<file path="src/rtl/assert_macros.svh">
// Assertion helpers shared by the codec modules.
`ifndef ASSERT_MACROS_SVH
`define ASSERT_MACROS_SVH

// Condition must hold at every clock edge outside reset.
`define ASSERT_ALWAYS(label, clk, rst, cond, msg) \
  label: assert property (@(posedge clk) disable iff (rst) (cond)) \
    else $error(msg);

// When trig holds, cond must hold in the cycle after.
`define ASSERT_NEXT(label, clk, rst, trig, cond, msg) \
  label: assert property (@(posedge clk) disable iff (rst) (trig) |=> (cond)) \
    else $error(msg);

`endif

</file>
<file path="src/rtl/b64c_pkg.sv">
package b64c_pkg;

  // Register index, taken from paddr[2]
  localparam logic REG_DECODE_MODE     = 1'b0;
  localparam logic REG_BLOCKS_PER_LINE = 1'b1;

  localparam logic [7:0] BPL_RESET = 8'd18;

  localparam logic [7:0] CHAR_CR  = 8'h0D;
  localparam logic [7:0] CHAR_LF  = 8'h0A;
  localparam logic [7:0] CHAR_PAD = 8'h3D;

  localparam int unsigned MAX_RESULTS = 6;

  // One unit of work handed from front to back: up to six results
  typedef struct packed {
    logic [2:0]                   count;
    logic                         no_data;
    logic                         eos;
    logic [MAX_RESULTS-1:0][7:0]  bytes;
  } job_t;

  // Sextet value to alphabet character
  function automatic logic [7:0] b64_char(input logic [5:0] v);
    logic [7:0] v8;
    logic [7:0] r;
    v8 = {2'b00, v};
    if (v8 < 8'd26)      r = v8 + 8'd65;
    else if (v8 < 8'd52) r = v8 + 8'd71;
    else if (v8 < 8'd62) r = v8 - 8'd4;
    else if (v8 == 8'd62) r = 8'd43;
    else                 r = 8'd47;
    return r;
  endfunction

  // Character to {valid, sextet}
  function automatic logic [6:0] b64_sextet(input logic [7:0] c);
    logic [7:0] r;
    logic       ok;
    ok = 1'b1;
    r  = 8'd0;
    if (c >= 8'd65 && c <= 8'd90)       r = c - 8'd65;
    else if (c >= 8'd97 && c <= 8'd122) r = c - 8'd71;
    else if (c >= 8'd48 && c <= 8'd57)  r = c + 8'd4;
    else if (c == 8'd43)                r = 8'd62;
    else if (c == 8'd47)                r = 8'd63;
    else                                ok = 1'b0;
    return {ok, r[5:0]};
  endfunction

endpackage

</file>
<file path="src/rtl/b64c_front.sv">
`include "assert_macros.svh"

module b64c_front (
  input  logic             clk,
  input  logic             rst,
  input  logic             clear,
  input  logic             decode_mode,
  input  logic [7:0]       blocks_per_line,
  input  logic             s_tvalid,
  output logic             s_tready,
  input  logic [7:0]       s_tdata,   // in_byte
  input  logic             s_tlast,   // stream_end
  input  logic             q_ready,
  output logic             push,
  output b64c_pkg::job_t   job
);

  logic [23:0] group_bits, group_bits_next;
  logic [1:0]  group_count, group_count_next;
  logic [7:0]  line_blocks, line_blocks_next;
  logic        accept;

  // encode signals
  logic [23:0] eb, aligned;
  logic [1:0]  ecnt;
  logic        e_full, wrote, brk, crlf;
  logic [7:0]  lb1;

  // decode signals
  logic [6:0]  sx;
  logic [23:0] dbits;
  logic        dfull;
  logic [1:0]  dcnt;

  assign s_tready = q_ready;
  assign accept   = s_tvalid & q_ready;
  assign push     = accept & (job.count != 3'd0);

  // Encode path: gather bytes, build a block and a line break
  always_comb begin
    eb     = {group_bits[15:0], s_tdata};
    ecnt   = group_count + 2'd1;
    e_full = (ecnt == 2'd3);
    wrote  = e_full | s_tlast;
    if (e_full)            aligned = eb;
    else if (ecnt == 2'd1) aligned = {eb[7:0], 16'h0000};
    else                   aligned = {eb[15:0], 8'h00};
    lb1  = line_blocks + {7'd0, wrote};
    brk  = (wrote && (lb1 >= blocks_per_line)) || s_tlast;
    crlf = brk && (lb1 != 8'd0);
  end

  // Decode path: gather sextets, full group or flush at stream end
  always_comb begin
    sx    = b64c_pkg::b64_sextet(s_tdata);
    dfull = sx[6] && (group_count == 2'd3);
    dbits = sx[6] ? {group_bits[17:0], sx[5:0]} : group_bits;
    if (!sx[6])     dcnt = group_count;
    else if (dfull) dcnt = 2'd0;
    else            dcnt = group_count + 2'd1;
  end

  // Job and next state
  always_comb begin
    job              = '0;
    group_bits_next  = group_bits;
    group_count_next = group_count;
    line_blocks_next = line_blocks;
    job.eos          = s_tlast;
    if (!decode_mode) begin
      if (wrote) begin
        job.bytes[0] = b64c_pkg::b64_char(aligned[23:18]);
        job.bytes[1] = b64c_pkg::b64_char(aligned[17:12]);
        job.bytes[2] = (ecnt != 2'd1) ? b64c_pkg::b64_char(aligned[11:6])
                                      : b64c_pkg::CHAR_PAD;
        job.bytes[3] = e_full ? b64c_pkg::b64_char(aligned[5:0]) : b64c_pkg::CHAR_PAD;
        job.bytes[4] = b64c_pkg::CHAR_CR;
        job.bytes[5] = b64c_pkg::CHAR_LF;
        job.count    = crlf ? 3'd6 : 3'd4;
      end
      if (e_full || s_tlast) begin
        group_bits_next  = '0;
        group_count_next = 2'd0;
      end else begin
        group_bits_next  = eb;
        group_count_next = ecnt;
      end
      line_blocks_next = brk ? 8'd0 : lb1;
    end else begin
      if (dfull) begin
        job.bytes[0] = dbits[23:16];
        job.bytes[1] = dbits[15:8];
        job.bytes[2] = dbits[7:0];
        job.count    = 3'd3;
      end else if (s_tlast) begin
        if (dcnt == 2'd3) begin
          job.bytes[0] = dbits[17:10];
          job.bytes[1] = dbits[9:2];
          job.count    = 3'd2;
        end else if (dcnt == 2'd2) begin
          job.bytes[0] = dbits[11:4];
          job.count    = 3'd1;
        end else begin
          // nothing left to give: bare end marker
          job.no_data = 1'b1;
          job.count   = 3'd1;
        end
      end
      group_bits_next  = dfull ? 24'd0 : dbits;
      group_count_next = dcnt;
    end
    if (s_tlast) begin
      group_bits_next  = '0;
      group_count_next = 2'd0;
      line_blocks_next = 8'd0;
    end
  end

  always_ff @(posedge clk) begin
    if (rst || clear) begin
      group_bits  <= '0;
      group_count <= 2'd0;
      line_blocks <= 8'd0;
    end else if (accept) begin
      group_bits  <= group_bits_next;
      group_count <= group_count_next;
      line_blocks <= line_blocks_next;
    end
  end

  // Encoder never holds a full group between items
  `ASSERT_ALWAYS(a_enc_group, clk, rst, decode_mode || (group_count != 2'd3), "enc group full")
  // A stream end leaves the gathering state empty
  `ASSERT_NEXT(a_end_clear, clk, rst, accept && s_tlast, group_count == 2'd0, "end not cleared")

endmodule

</file>
<file path="src/rtl/b64c_queue.sv">
`include "assert_macros.svh"

module b64c_queue (
  input  logic             clk,
  input  logic             rst,
  input  logic             push,
  input  b64c_pkg::job_t   push_job,
  output logic             in_ready,
  input  logic             pop,
  output logic             out_valid,
  output b64c_pkg::job_t   out_job
);

  b64c_pkg::job_t entries [2];
  logic       wr_ptr, rd_ptr;
  logic [1:0] count;

  assign in_ready  = (count != 2'd2);
  assign out_valid = (count != 2'd0);
  assign out_job   = entries[rd_ptr];

  // Pointers and fill level
  always_ff @(posedge clk) begin
    if (rst) begin
      wr_ptr <= 1'b0;
      rd_ptr <= 1'b0;
      count  <= 2'd0;
    end else begin
      if (push) wr_ptr <= ~wr_ptr;
      if (pop)  rd_ptr <= ~rd_ptr;
      count <= count + {1'b0, push} - {1'b0, pop};
    end
  end

  // Entry storage
  always_ff @(posedge clk) begin
    if (push) entries[wr_ptr] <= push_job;
  end

  `ASSERT_ALWAYS(a_q_level, clk, rst, count != 2'd3, "queue level out of range")
  `ASSERT_ALWAYS(a_q_pop, clk, rst, !pop || out_valid, "pop from empty queue")

endmodule

</file>
<file path="src/rtl/b64c_back.sv">
`include "assert_macros.svh"

module b64c_back (
  input  logic             clk,
  input  logic             rst,
  input  logic             q_valid,
  input  b64c_pkg::job_t   q_job,
  output logic             pop,
  output logic             m_tvalid,
  input  logic             m_tready,
  output logic [7:0]       m_tdata,   // out_byte
  output logic             m_tuser,   // has_data
  output logic             m_tlast    // end_of_stream
);

  b64c_pkg::job_t cur;
  logic [2:0]     idx;
  logic           busy;
  logic           last;

  assign last     = (idx == cur.count - 3'd1);
  assign pop      = q_valid && (!busy || (m_tready && last));
  assign m_tvalid = busy;
  assign m_tdata  = cur.bytes[idx];
  assign m_tuser  = ~cur.no_data;
  assign m_tlast  = cur.eos & last;

  // Walk through the results of the current job
  always_ff @(posedge clk) begin
    if (rst) begin
      busy <= 1'b0;
      idx  <= 3'd0;
    end else if (pop) begin
      busy <= 1'b1;
      idx  <= 3'd0;
    end else if (busy && m_tready) begin
      if (last) busy <= 1'b0;
      else      idx  <= idx + 3'd1;
    end
  end

  always_ff @(posedge clk) begin
    if (pop) cur <= q_job;
  end

  `ASSERT_ALWAYS(a_job_count, clk, rst, !busy || (cur.count != 3'd0), "empty job in back")
  `ASSERT_ALWAYS(a_idx_range, clk, rst, !busy || (idx < cur.count), "result index past job")

endmodule

</file>
<file path="src/rtl/base64_stream_codec.sv">
// Base64 stream codec, encode or decode selected by register.
// With the back end idle, an accepted item is written into the two-entry queue and
// then loaded into the output serializer, whose register presents its first result.
// Throughput: one result per cycle while m_tready is high; an item gives as many
// results as its job holds (up to 6), sent by the single output serializer. Items with no result are not queued.
// Reset (rst, synchronous): encode mode, 18 blocks per line, group state cleared.
module base64_stream_codec (
  input  logic        clk,
  input  logic        rst,
  input  logic        s_tvalid,
  output logic        s_tready,
  input  logic [7:0]  s_tdata,   // in_byte
  input  logic        s_tlast,   // stream_end
  output logic        m_tvalid,
  input  logic        m_tready,
  output logic [7:0]  m_tdata,   // out_byte
  output logic        m_tuser,   // has_data
  output logic        m_tlast,   // end_of_stream
  input  logic        psel,
  input  logic        penable,
  input  logic        pwrite,
  input  logic [2:0]  paddr,
  input  logic [31:0] pwdata,
  output logic [31:0] prdata,
  output logic        pready
);

  logic           decode_mode;
  logic [7:0]     blocks_per_line;
  logic           cfg_wr, mode_clear;
  logic           q_ready, q_push, q_valid, q_pop;
  b64c_pkg::job_t f_job, q_job;

  // Configuration registers
  assign pready     = 1'b1;
  assign cfg_wr     = psel & penable & pwrite & pready;
  assign mode_clear = cfg_wr && (paddr[2] == b64c_pkg::REG_DECODE_MODE);

  always_ff @(posedge clk) begin
    if (rst) begin
      decode_mode     <= 1'b0;
      blocks_per_line <= b64c_pkg::BPL_RESET;
    end else if (cfg_wr) begin
      if (paddr[2] == b64c_pkg::REG_DECODE_MODE) decode_mode     <= pwdata[0];
      else                                       blocks_per_line <= pwdata[7:0];
    end
  end

  always_comb begin
    if (paddr[2] == b64c_pkg::REG_DECODE_MODE) prdata = {31'd0, decode_mode};
    else                                       prdata = {24'd0, blocks_per_line};
  end

  b64c_front u_front (
    .clk             (clk),
    .rst             (rst),
    .clear           (mode_clear),
    .decode_mode     (decode_mode),
    .blocks_per_line (blocks_per_line),
    .s_tvalid        (s_tvalid),
    .s_tready        (s_tready),
    .s_tdata         (s_tdata),
    .s_tlast         (s_tlast),
    .q_ready         (q_ready),
    .push            (q_push),
    .job             (f_job)
  );

  b64c_queue u_queue (
    .clk       (clk),
    .rst       (rst),
    .push      (q_push),
    .push_job  (f_job),
    .in_ready  (q_ready),
    .pop       (q_pop),
    .out_valid (q_valid),
    .out_job   (q_job)
  );

  b64c_back u_back (
    .clk      (clk),
    .rst      (rst),
    .q_valid  (q_valid),
    .q_job    (q_job),
    .pop      (q_pop),
    .m_tvalid (m_tvalid),
    .m_tready (m_tready),
    .m_tdata  (m_tdata),
    .m_tuser  (m_tuser),
    .m_tlast  (m_tlast)
  );

endmodule

</file>
<file path="config.mk">
export PLATFORM = sky130hd
export DESIGN_NAME = base64_stream_codec
export DESIGN_NICKNAME = d
export VERILOG_FILES = /design/src/rtl/b64c_pkg.sv /design/src/rtl/b64c_front.sv /design/src/rtl/b64c_queue.sv /design/src/rtl/b64c_back.sv /design/src/rtl/base64_stream_codec.sv
export VERILOG_INCLUDE_DIRS = /design/src /design/src/rtl
export SDC_FILE = /design/constraint.sdc
export NUM_CORES = 1
export LEC_CHECK = 0
export BUFFER_PORTS_ARGS = -buffer_cell sky130_fd_sc_hd__buf_2
export CORE_MARGIN = 10
export CORE_UTILIZATION = 60
export DETAILED_ROUTE_END_ITERATION = 10
export PLACE_DENSITY = 0.8
export SLEW_MARGIN = 5
export SYNTH_ARGS = -nofsm -noshare
export SYNTH_HDL_FRONTEND = slang
export SYNTH_HIERARCHICAL = 1
export SYNTH_SLANG_ARGS = --single-unit
export TNS_END_PERCENT = 10
</file>
<file path="constraint.sdc">
create_clock -name clk -period 8.67 [get_ports clk]
set_input_delay 1.734 -clock clk [delete_from_list [all_inputs] [get_ports clk]]
set_output_delay 1.734 -clock clk [all_outputs]
set_load 0.1 [all_outputs]
</file>
Word-level counts from Yosys, hierarchy flattened:

Memories as Yosys holds them, arrays and structs flattened. A register that Yosys moved wholly into a read port is not among the register bits.
Index checks and enable logic that the tools add are counted.

* magnitude comparators: 20
* equal/unequal tests: 15
* bitwise logic cells: 11
* reduce and logical (&&, ||, !) cells: 26
* add/subtract/negate cells: 21
* multiplexer cells: 70

Operator list (count)
* 2-to-1 mux 24 bit: 8
* 2-to-1 mux 8 bit: 23
* adder 6 x 7 -> 8 bit, second input constant: 8
* less-than comparator 6 bit, second input constant: 8
* 2-to-1 mux 44 bit: 1
* 2-to-1 mux 16 bit: 2
* 2-to-1 mux 6 bit: 5
* subtractor 6 x 3 -> 7 bit, second input constant: 4
* binary-select mux 8 bit (select 3 bit): 1
* equality test 6 bit, second input constant: 4
* less-than comparator 6 x 5 -> 1 bit, second input constant: 4
* 2-to-1 mux 3 bit: 8
* 2-to-1 mux 20 bit: 1
* equality test 8 x 6 -> 1 bit, second input constant: 2
* greater-or-equal comparator 8 x 7 -> 1 bit, second input constant: 2
* less-or-equal comparator 8 x 7 -> 1 bit, second input constant: 2
* 2-to-1 mux 1 bit: 14
* 2-to-1 mux 2 bit: 7
* logical AND 1 bit: 10
* AND reduction 2 bit: 5
* adder 8 x 1 -> 8 bit: 1
* equality test 2 bit, second input constant: 4
* greater-or-equal comparator 8 x 6 -> 1 bit, second input constant: 1
* greater-or-equal comparator 8 bit: 1
* other kinds (23): 37

* register bits: 59
* memories: 1
* RAM bits: 98

Memories
* u_queue.entries: words 2, bits a word 49, rd ports 1, clocked after Yosys merged registers in 1, wr ports 1, RTL line b64c_queue.sv:14 `b64c_pkg::job_t entries [2];`

Depth between registers and ports, before layout:

* depth in word-level cells: 19
* gate-level depth with buffers: 15
* gate-level depth less buffers: 15

By module:

Netlist, hierarchy kept.

Modules (own cells, without submodules)
* b64c_front: cells an instance 696, area each 4789.6 µm², instances 1, seq. area each 560.5 µm²
* b64c_queue: cells an instance 186, area each 4295.4 µm², instances 1, seq. area each 3283.1 µm²
* b64c_back: cells an instance 124, area each 2257.2 µm², instances 1, seq. area each 1671.6 µm²
* base64_stream_codec: cells an instance 74, area each 660.6 µm², instances 1, seq. area each 180.2 µm²

Least setup slack after synthesis:

Ideal clock, no wire load.

* path type: input-to-reg
* start point: in s_tdata[2]
* end point: mem u_queue/entries[0][0] (netlist bit), enable pin
* setup time: 470 ps
* arrival time: 6380 ps
* required time: 8200 ps
* slack: 1820 ps
* stages on the path: 12
* buffers on the path: 3
* cells stage by stage: buf_2 > clkinv_1 > ha_1 > buf_6 > nor2b_1 > o21ai_1 > a31oi_4 > nand2_1 > buf_2 > nand3_1 > a31oi_1 > nor2b_1

* word-level cells in the longest chain between the ends: 18
* elaborated cells on any way between the ends: 28
* classes of those cells: order compare: 6; eq/ne: 3; mux: 13; bitwise: 1; reduce/logical: 5

Ends and longest elaborated chain
* start, declared: RTL line base64_stream_codec.sv:12 `input logic [7:0] s_tdata,`
* parallel branches: the longest is 5 deep, another holds greater-or-equal comparator 8 x 6 -> 1 bit
* 2-to-1 mux 1 bit *: RTL line b64c_pkg.sv:42 `if (c >= 8'd65 && c <= 8'd90) r = c - 8'd65;`
* logical AND 1 bit: RTL line b64c_front.sv:56 `dfull = sx[6] && (group_count == 2'd3);`
* 2-to-1 mux 2 bit: RTL line b64c_front.sv:59 `else if (dfull) dcnt = 2'd0;`
* 2-to-1 mux 2 bit: RTL line b64c_front.sv:58 `if (!sx[6]) dcnt = group_count;`
* equality test 2 bit: RTL line b64c_front.sv:96 `if (dcnt == 2'd3) begin`
* 2-to-1 mux 2 bit: RTL line b64c_front.sv:96
* 2-to-1 mux 3 bit: RTL line b64c_front.sv:95 `end else if (s_tlast) begin`
* 2-to-1 mux 3 bit *: RTL line b64c_front.sv:90 `if (dfull) begin`
* 2-to-1 mux 3 bit *: RTL line b64c_front.sv:70 `if (!decode_mode) begin`
* nonzero test 3 bit *: RTL line b64c_front.sv:37 `assign push = accept & (job.count != 3'd0);`
* bitwise AND 1 bit *: RTL line b64c_front.sv:37
* via q_push: RTL line base64_stream_codec.sv:31 `logic q_ready, q_push, q_valid, q_pop;`
* 2-to-1 mux 1 bit *: RTL line b64c_queue.sv:37 `if (push) entries[wr_ptr] <= push_job;`
* 2-to-1 mux 1 bit (not written as such) *: RTL line b64c_queue.sv:37
* end, declared: RTL line b64c_queue.sv:14

Mark *: on every way through the listed nets, which the timed path passes.

Worst setup path in the final report:

* start point: in s_tdata[2]
* end point: mem u_queue/entries[0][51] (netlist bit), enable pin

Same word-level chain as after synthesis.

==> run_results.csv <==
group,metric,value,unit
yosys,syn_avg_cell_area,11.1,µm²
power_and_ir_drop,clockPowerShare,0.305,
critical_path,rr_startpoint,"u_front/group_count[1]$_SDFFE_PP0P_",
yosys,synth_area_leader_cell,"edfxtp_1",
detailed_routing,wl_per_cell,19.9,µm
clock_tree,cts_made_buffers,22,
yosys,synthFlopType,"edfxtp_1",
detailed_routing,wl,27200,µm
placement,dp_hpwl,18400,µm
yosys,ys_seq_area_frac,0.475,
placement,io_buffer_count,44,
critical_path,end_kind,"flop",
power_and_ir_drop,p_leak,4.90,nW
detailed_routing,drc,0,
die,dieArea,26100,µm²
clock_tree,cts_tree,"done",
yosys,synthTopCellsByCount,"edfxtp_1, nand2_1, nor2_1, inv_1, mux2_4",
final_layout,syn2layout_area_growth,6.91,%
critical_path,critical_path_arrival,6390,ps
final_layout,antenna_cells,0,
die,dieWidth,161,µm
yosys,synth_area,12000,µm²
yosys,postSynth.asyncResetShare,0,
yosys,synth_cell_types,92,
die,num_io_pins,96,
clock_tree,cts_sinks,205,
clock_tree,ctsResizeCount,0,
yosys,synth_most_common_cell,"edfxtp_1",
sta,final.period_utilization,0.716,
status,outcome,"complete, no violations",
final_layout,fin_nets,1182,
clock_tree,path_clk_slew,60,ps
power_and_ir_drop,power_frac_comb,0.274,
power_and_ir_drop,p_int,2.21,mW
yosys,yosys_register_bits,205,
clock_tree,clkLatencyLatePin,510,ps
yosys,synth_warnings,6,
final_layout,nFillCells,1504,
sta,clock_skew,20.6,ps
global_routing,grt_max_degree,56,
job,cap_viol_max_count,0,
critical_path,r2r-end,"u_queue/entries[0][51]$_DFFE_PP_",
power_and_ir_drop,ir_drop,187,µV
critical_path,critPathKind,"in2reg",
clock_tree,postCtsSetupBuffers,0,
detailed_routing,first_pass_iters,6,
sta,tns,0,ps
power_and_ir_drop,p_sw_frac,0.327,
global_routing,gr-total-overflow,0,
clock_tree,cts_hold_buffers,0,
die,core,19600,µm²
detailed_routing,vias,8390,
sta,final_hold_viol_count,0,
final_layout,drive_gt1_frac,0.170,
global_routing,grt.total_usage,0.198,
power_and_ir_drop,switchingPower,1.07,mW
detailed_routing,drtIter0Drc,902,
clock_tree,clk_path_buf_depth,3,
die,die_h,161,µm
sta,clock.fmax,161,MHz
detailed_routing,routed_via_density,6.14,
critical_path,crit_end,"u_queue/entries[0][51]$_DFFE_PP_",
critical_path,r2r_slack,4360,ps
worst_hold_path,hp-class,"reg2reg",
sta,setup_viol,0,
sta,finalMaxSlewViolations,0,
global_routing,grt_antenna_before_repair,0,
yosys,synth_edf_count,159,
final_layout,post-route-util,0.655,
sta,period_needed,6210,ps
global_routing,first_global_vias,7967,
clock_tree,cts_root_buffer,"clkbuf_16",
clock_tree,htreeDepth,1,
critical_path,path_max_fanout,36,
power_and_ir_drop,power_frac_seq,0.422,
global_routing,grt_pass1_wl,42600,µm
placement,routabilityCongestion,0.943,
die,fp-row-count,51,
critical_path,rr_worst_depth,14,
sta,tightest_slew,1150,ps
die,start_util,0.613,
yosys,synth_area_leaders,"edfxtp_1, dfxtp_1, mux2_4",
sta,grt_setup_unrepaired,"no",
power_and_ir_drop,p_per_area,256,nW/µm²
sta,holdWs,464,ps
yosys,postSynthCellCount,1080,
yosys,yosys.area.top_type_share,0.398,
critical_path,startpoint,"s_tdata[2]",
sta,slew_headroom,0.233,
critical_path,cp-start-kind,"input port",
power_and_ir_drop,p_total,3.28,mW
detailed_routing,drtAntennaViolNets,0,
critical_path,required,8850,ps
==> layer usage <==
layer,routed length (µm),GRT usage
met5,0,0
met4,739,0.0587
met3,1760,0.0310
met2,13300,0.336
met1,11400,0.256
==> final cells by class <==
class	count	area, µm²	share of cell area
flip-flops and latches	205	5700	0.444
multi-input cells	750	5540	0.432
clock buffers	26	566	0.0441
well taps	265	332	0.0258
repair buffers	51	273	0.0213
clock inverters	14	214	0.0167
inverters	55	206	0.0161
==> flip-flops by register name (all words and copies together), names as in the netlist, 2 cells and up, named ones only <==
signal,cells
u_front/line_blocks,8
u_front/group_bits,18
u_front/group_count,2
u_back/cur,53
u_back/idx,3
u_queue/count,2
u_queue/entries,106
blocks_per_line,8
==> cells in the final DEF, fill, tap and decap left out, types with 8 or more instances in the layout <==
master,count
edfxtp_1,159
nand2_1,96
nor2_1,61
inv_1,52
mux2_4,50
a21oi_1,48
o21ai_0,47
ha_1,46
dfxtp_1,45
buf_2,44
conb_1,36
a31oi_1,29
mux2i_1,27
nand3_1,23
clkbuf_16,22
nand2b_1,18
o22ai_1,17
nor3_1,17
xnor2_1,15
a22oi_1,13
a22o_1,13
nor2b_1,11
and2_2,8
mux4_2,8
o21ai_1,8
o221ai_1,8
==> stage by stage <==
stage	cell area [µm²]	cells	worst slack (ps)
floorplan	12100	1113	1820
global placement	12100	1326	2110
detailed placement	12100	1326	2040
CTS	12800	1366	2560
global route	12800	1366	2170
finish	12800	1366	2460
==> worst min-delay path by stage <==
stage	from	endpoint	slack [ps]	cells past startpoint
finish	u_front/line_blocks[0]$_SDFFE_PP0P_	u_front/line_blocks[0]$_SDFFE_PP0P_	460	2
global route	u_front/line_blocks[0]$_SDFFE_PP0P_	u_front/line_blocks[0]$_SDFFE_PP0P_	500	2
CTS	u_front/line_blocks[0]$_SDFFE_PP0P_	u_front/line_blocks[0]$_SDFFE_PP0P_	460	2
detailed placement	u_front/line_blocks[0]$_SDFFE_PP0P_	u_front/line_blocks[0]$_SDFFE_PP0P_	460	2
global placement	u_front/line_blocks[0]$_SDFFE_PP0P_	u_front/line_blocks[0]$_SDFFE_PP0P_	440	2
floorplan	u_front/line_blocks[0]$_SDFFE_PP0P_	u_front/line_blocks[0]$_SDFFE_PP0P_	440	2
==> critical path: stages <==
cell and delay (ps):
buf_2 290, clkinv_1 360, ha_1 400, nor2b_1 160
o21ai_1 270, a31oi_4 180, nand2_1 620, nand3_1 430
a31oi_1 530, nor2b_4 930, buf_4 430
==> power by group through the flow <==
stage / combinational, mW / sequential, mW / clock, mW
after floorplan: 0.828 / 1.33 / 0
final: 0.898 / 1.38 / 1.00
after global routing: 0.956 / 1.40 / 1.05
after global placement: 0.870 / 1.39 / 0
after CTS: 0.898 / 1.39 / 1.01
after detailed placement: 0.891 / 1.40 / 0
==> logic make-up (layout without fill, tap and decap cells) <==
group / after synthesis / count (layout) / synth area share
buf+inv: 158 / 146 / 0.0757
xor+xnor: 22 / 22 / 0.0183
flops: 205 / 205 / 0.475
mux: 95 / 95 / 0.111
other cells: 3 / 36 / 0.000938
compound gates: 271 / 271 / 0.157
simple gates: 280 / 280 / 0.115
fa+ha+maj: 46 / 46 / 0.0480
(Power assumes the default switching activity.)
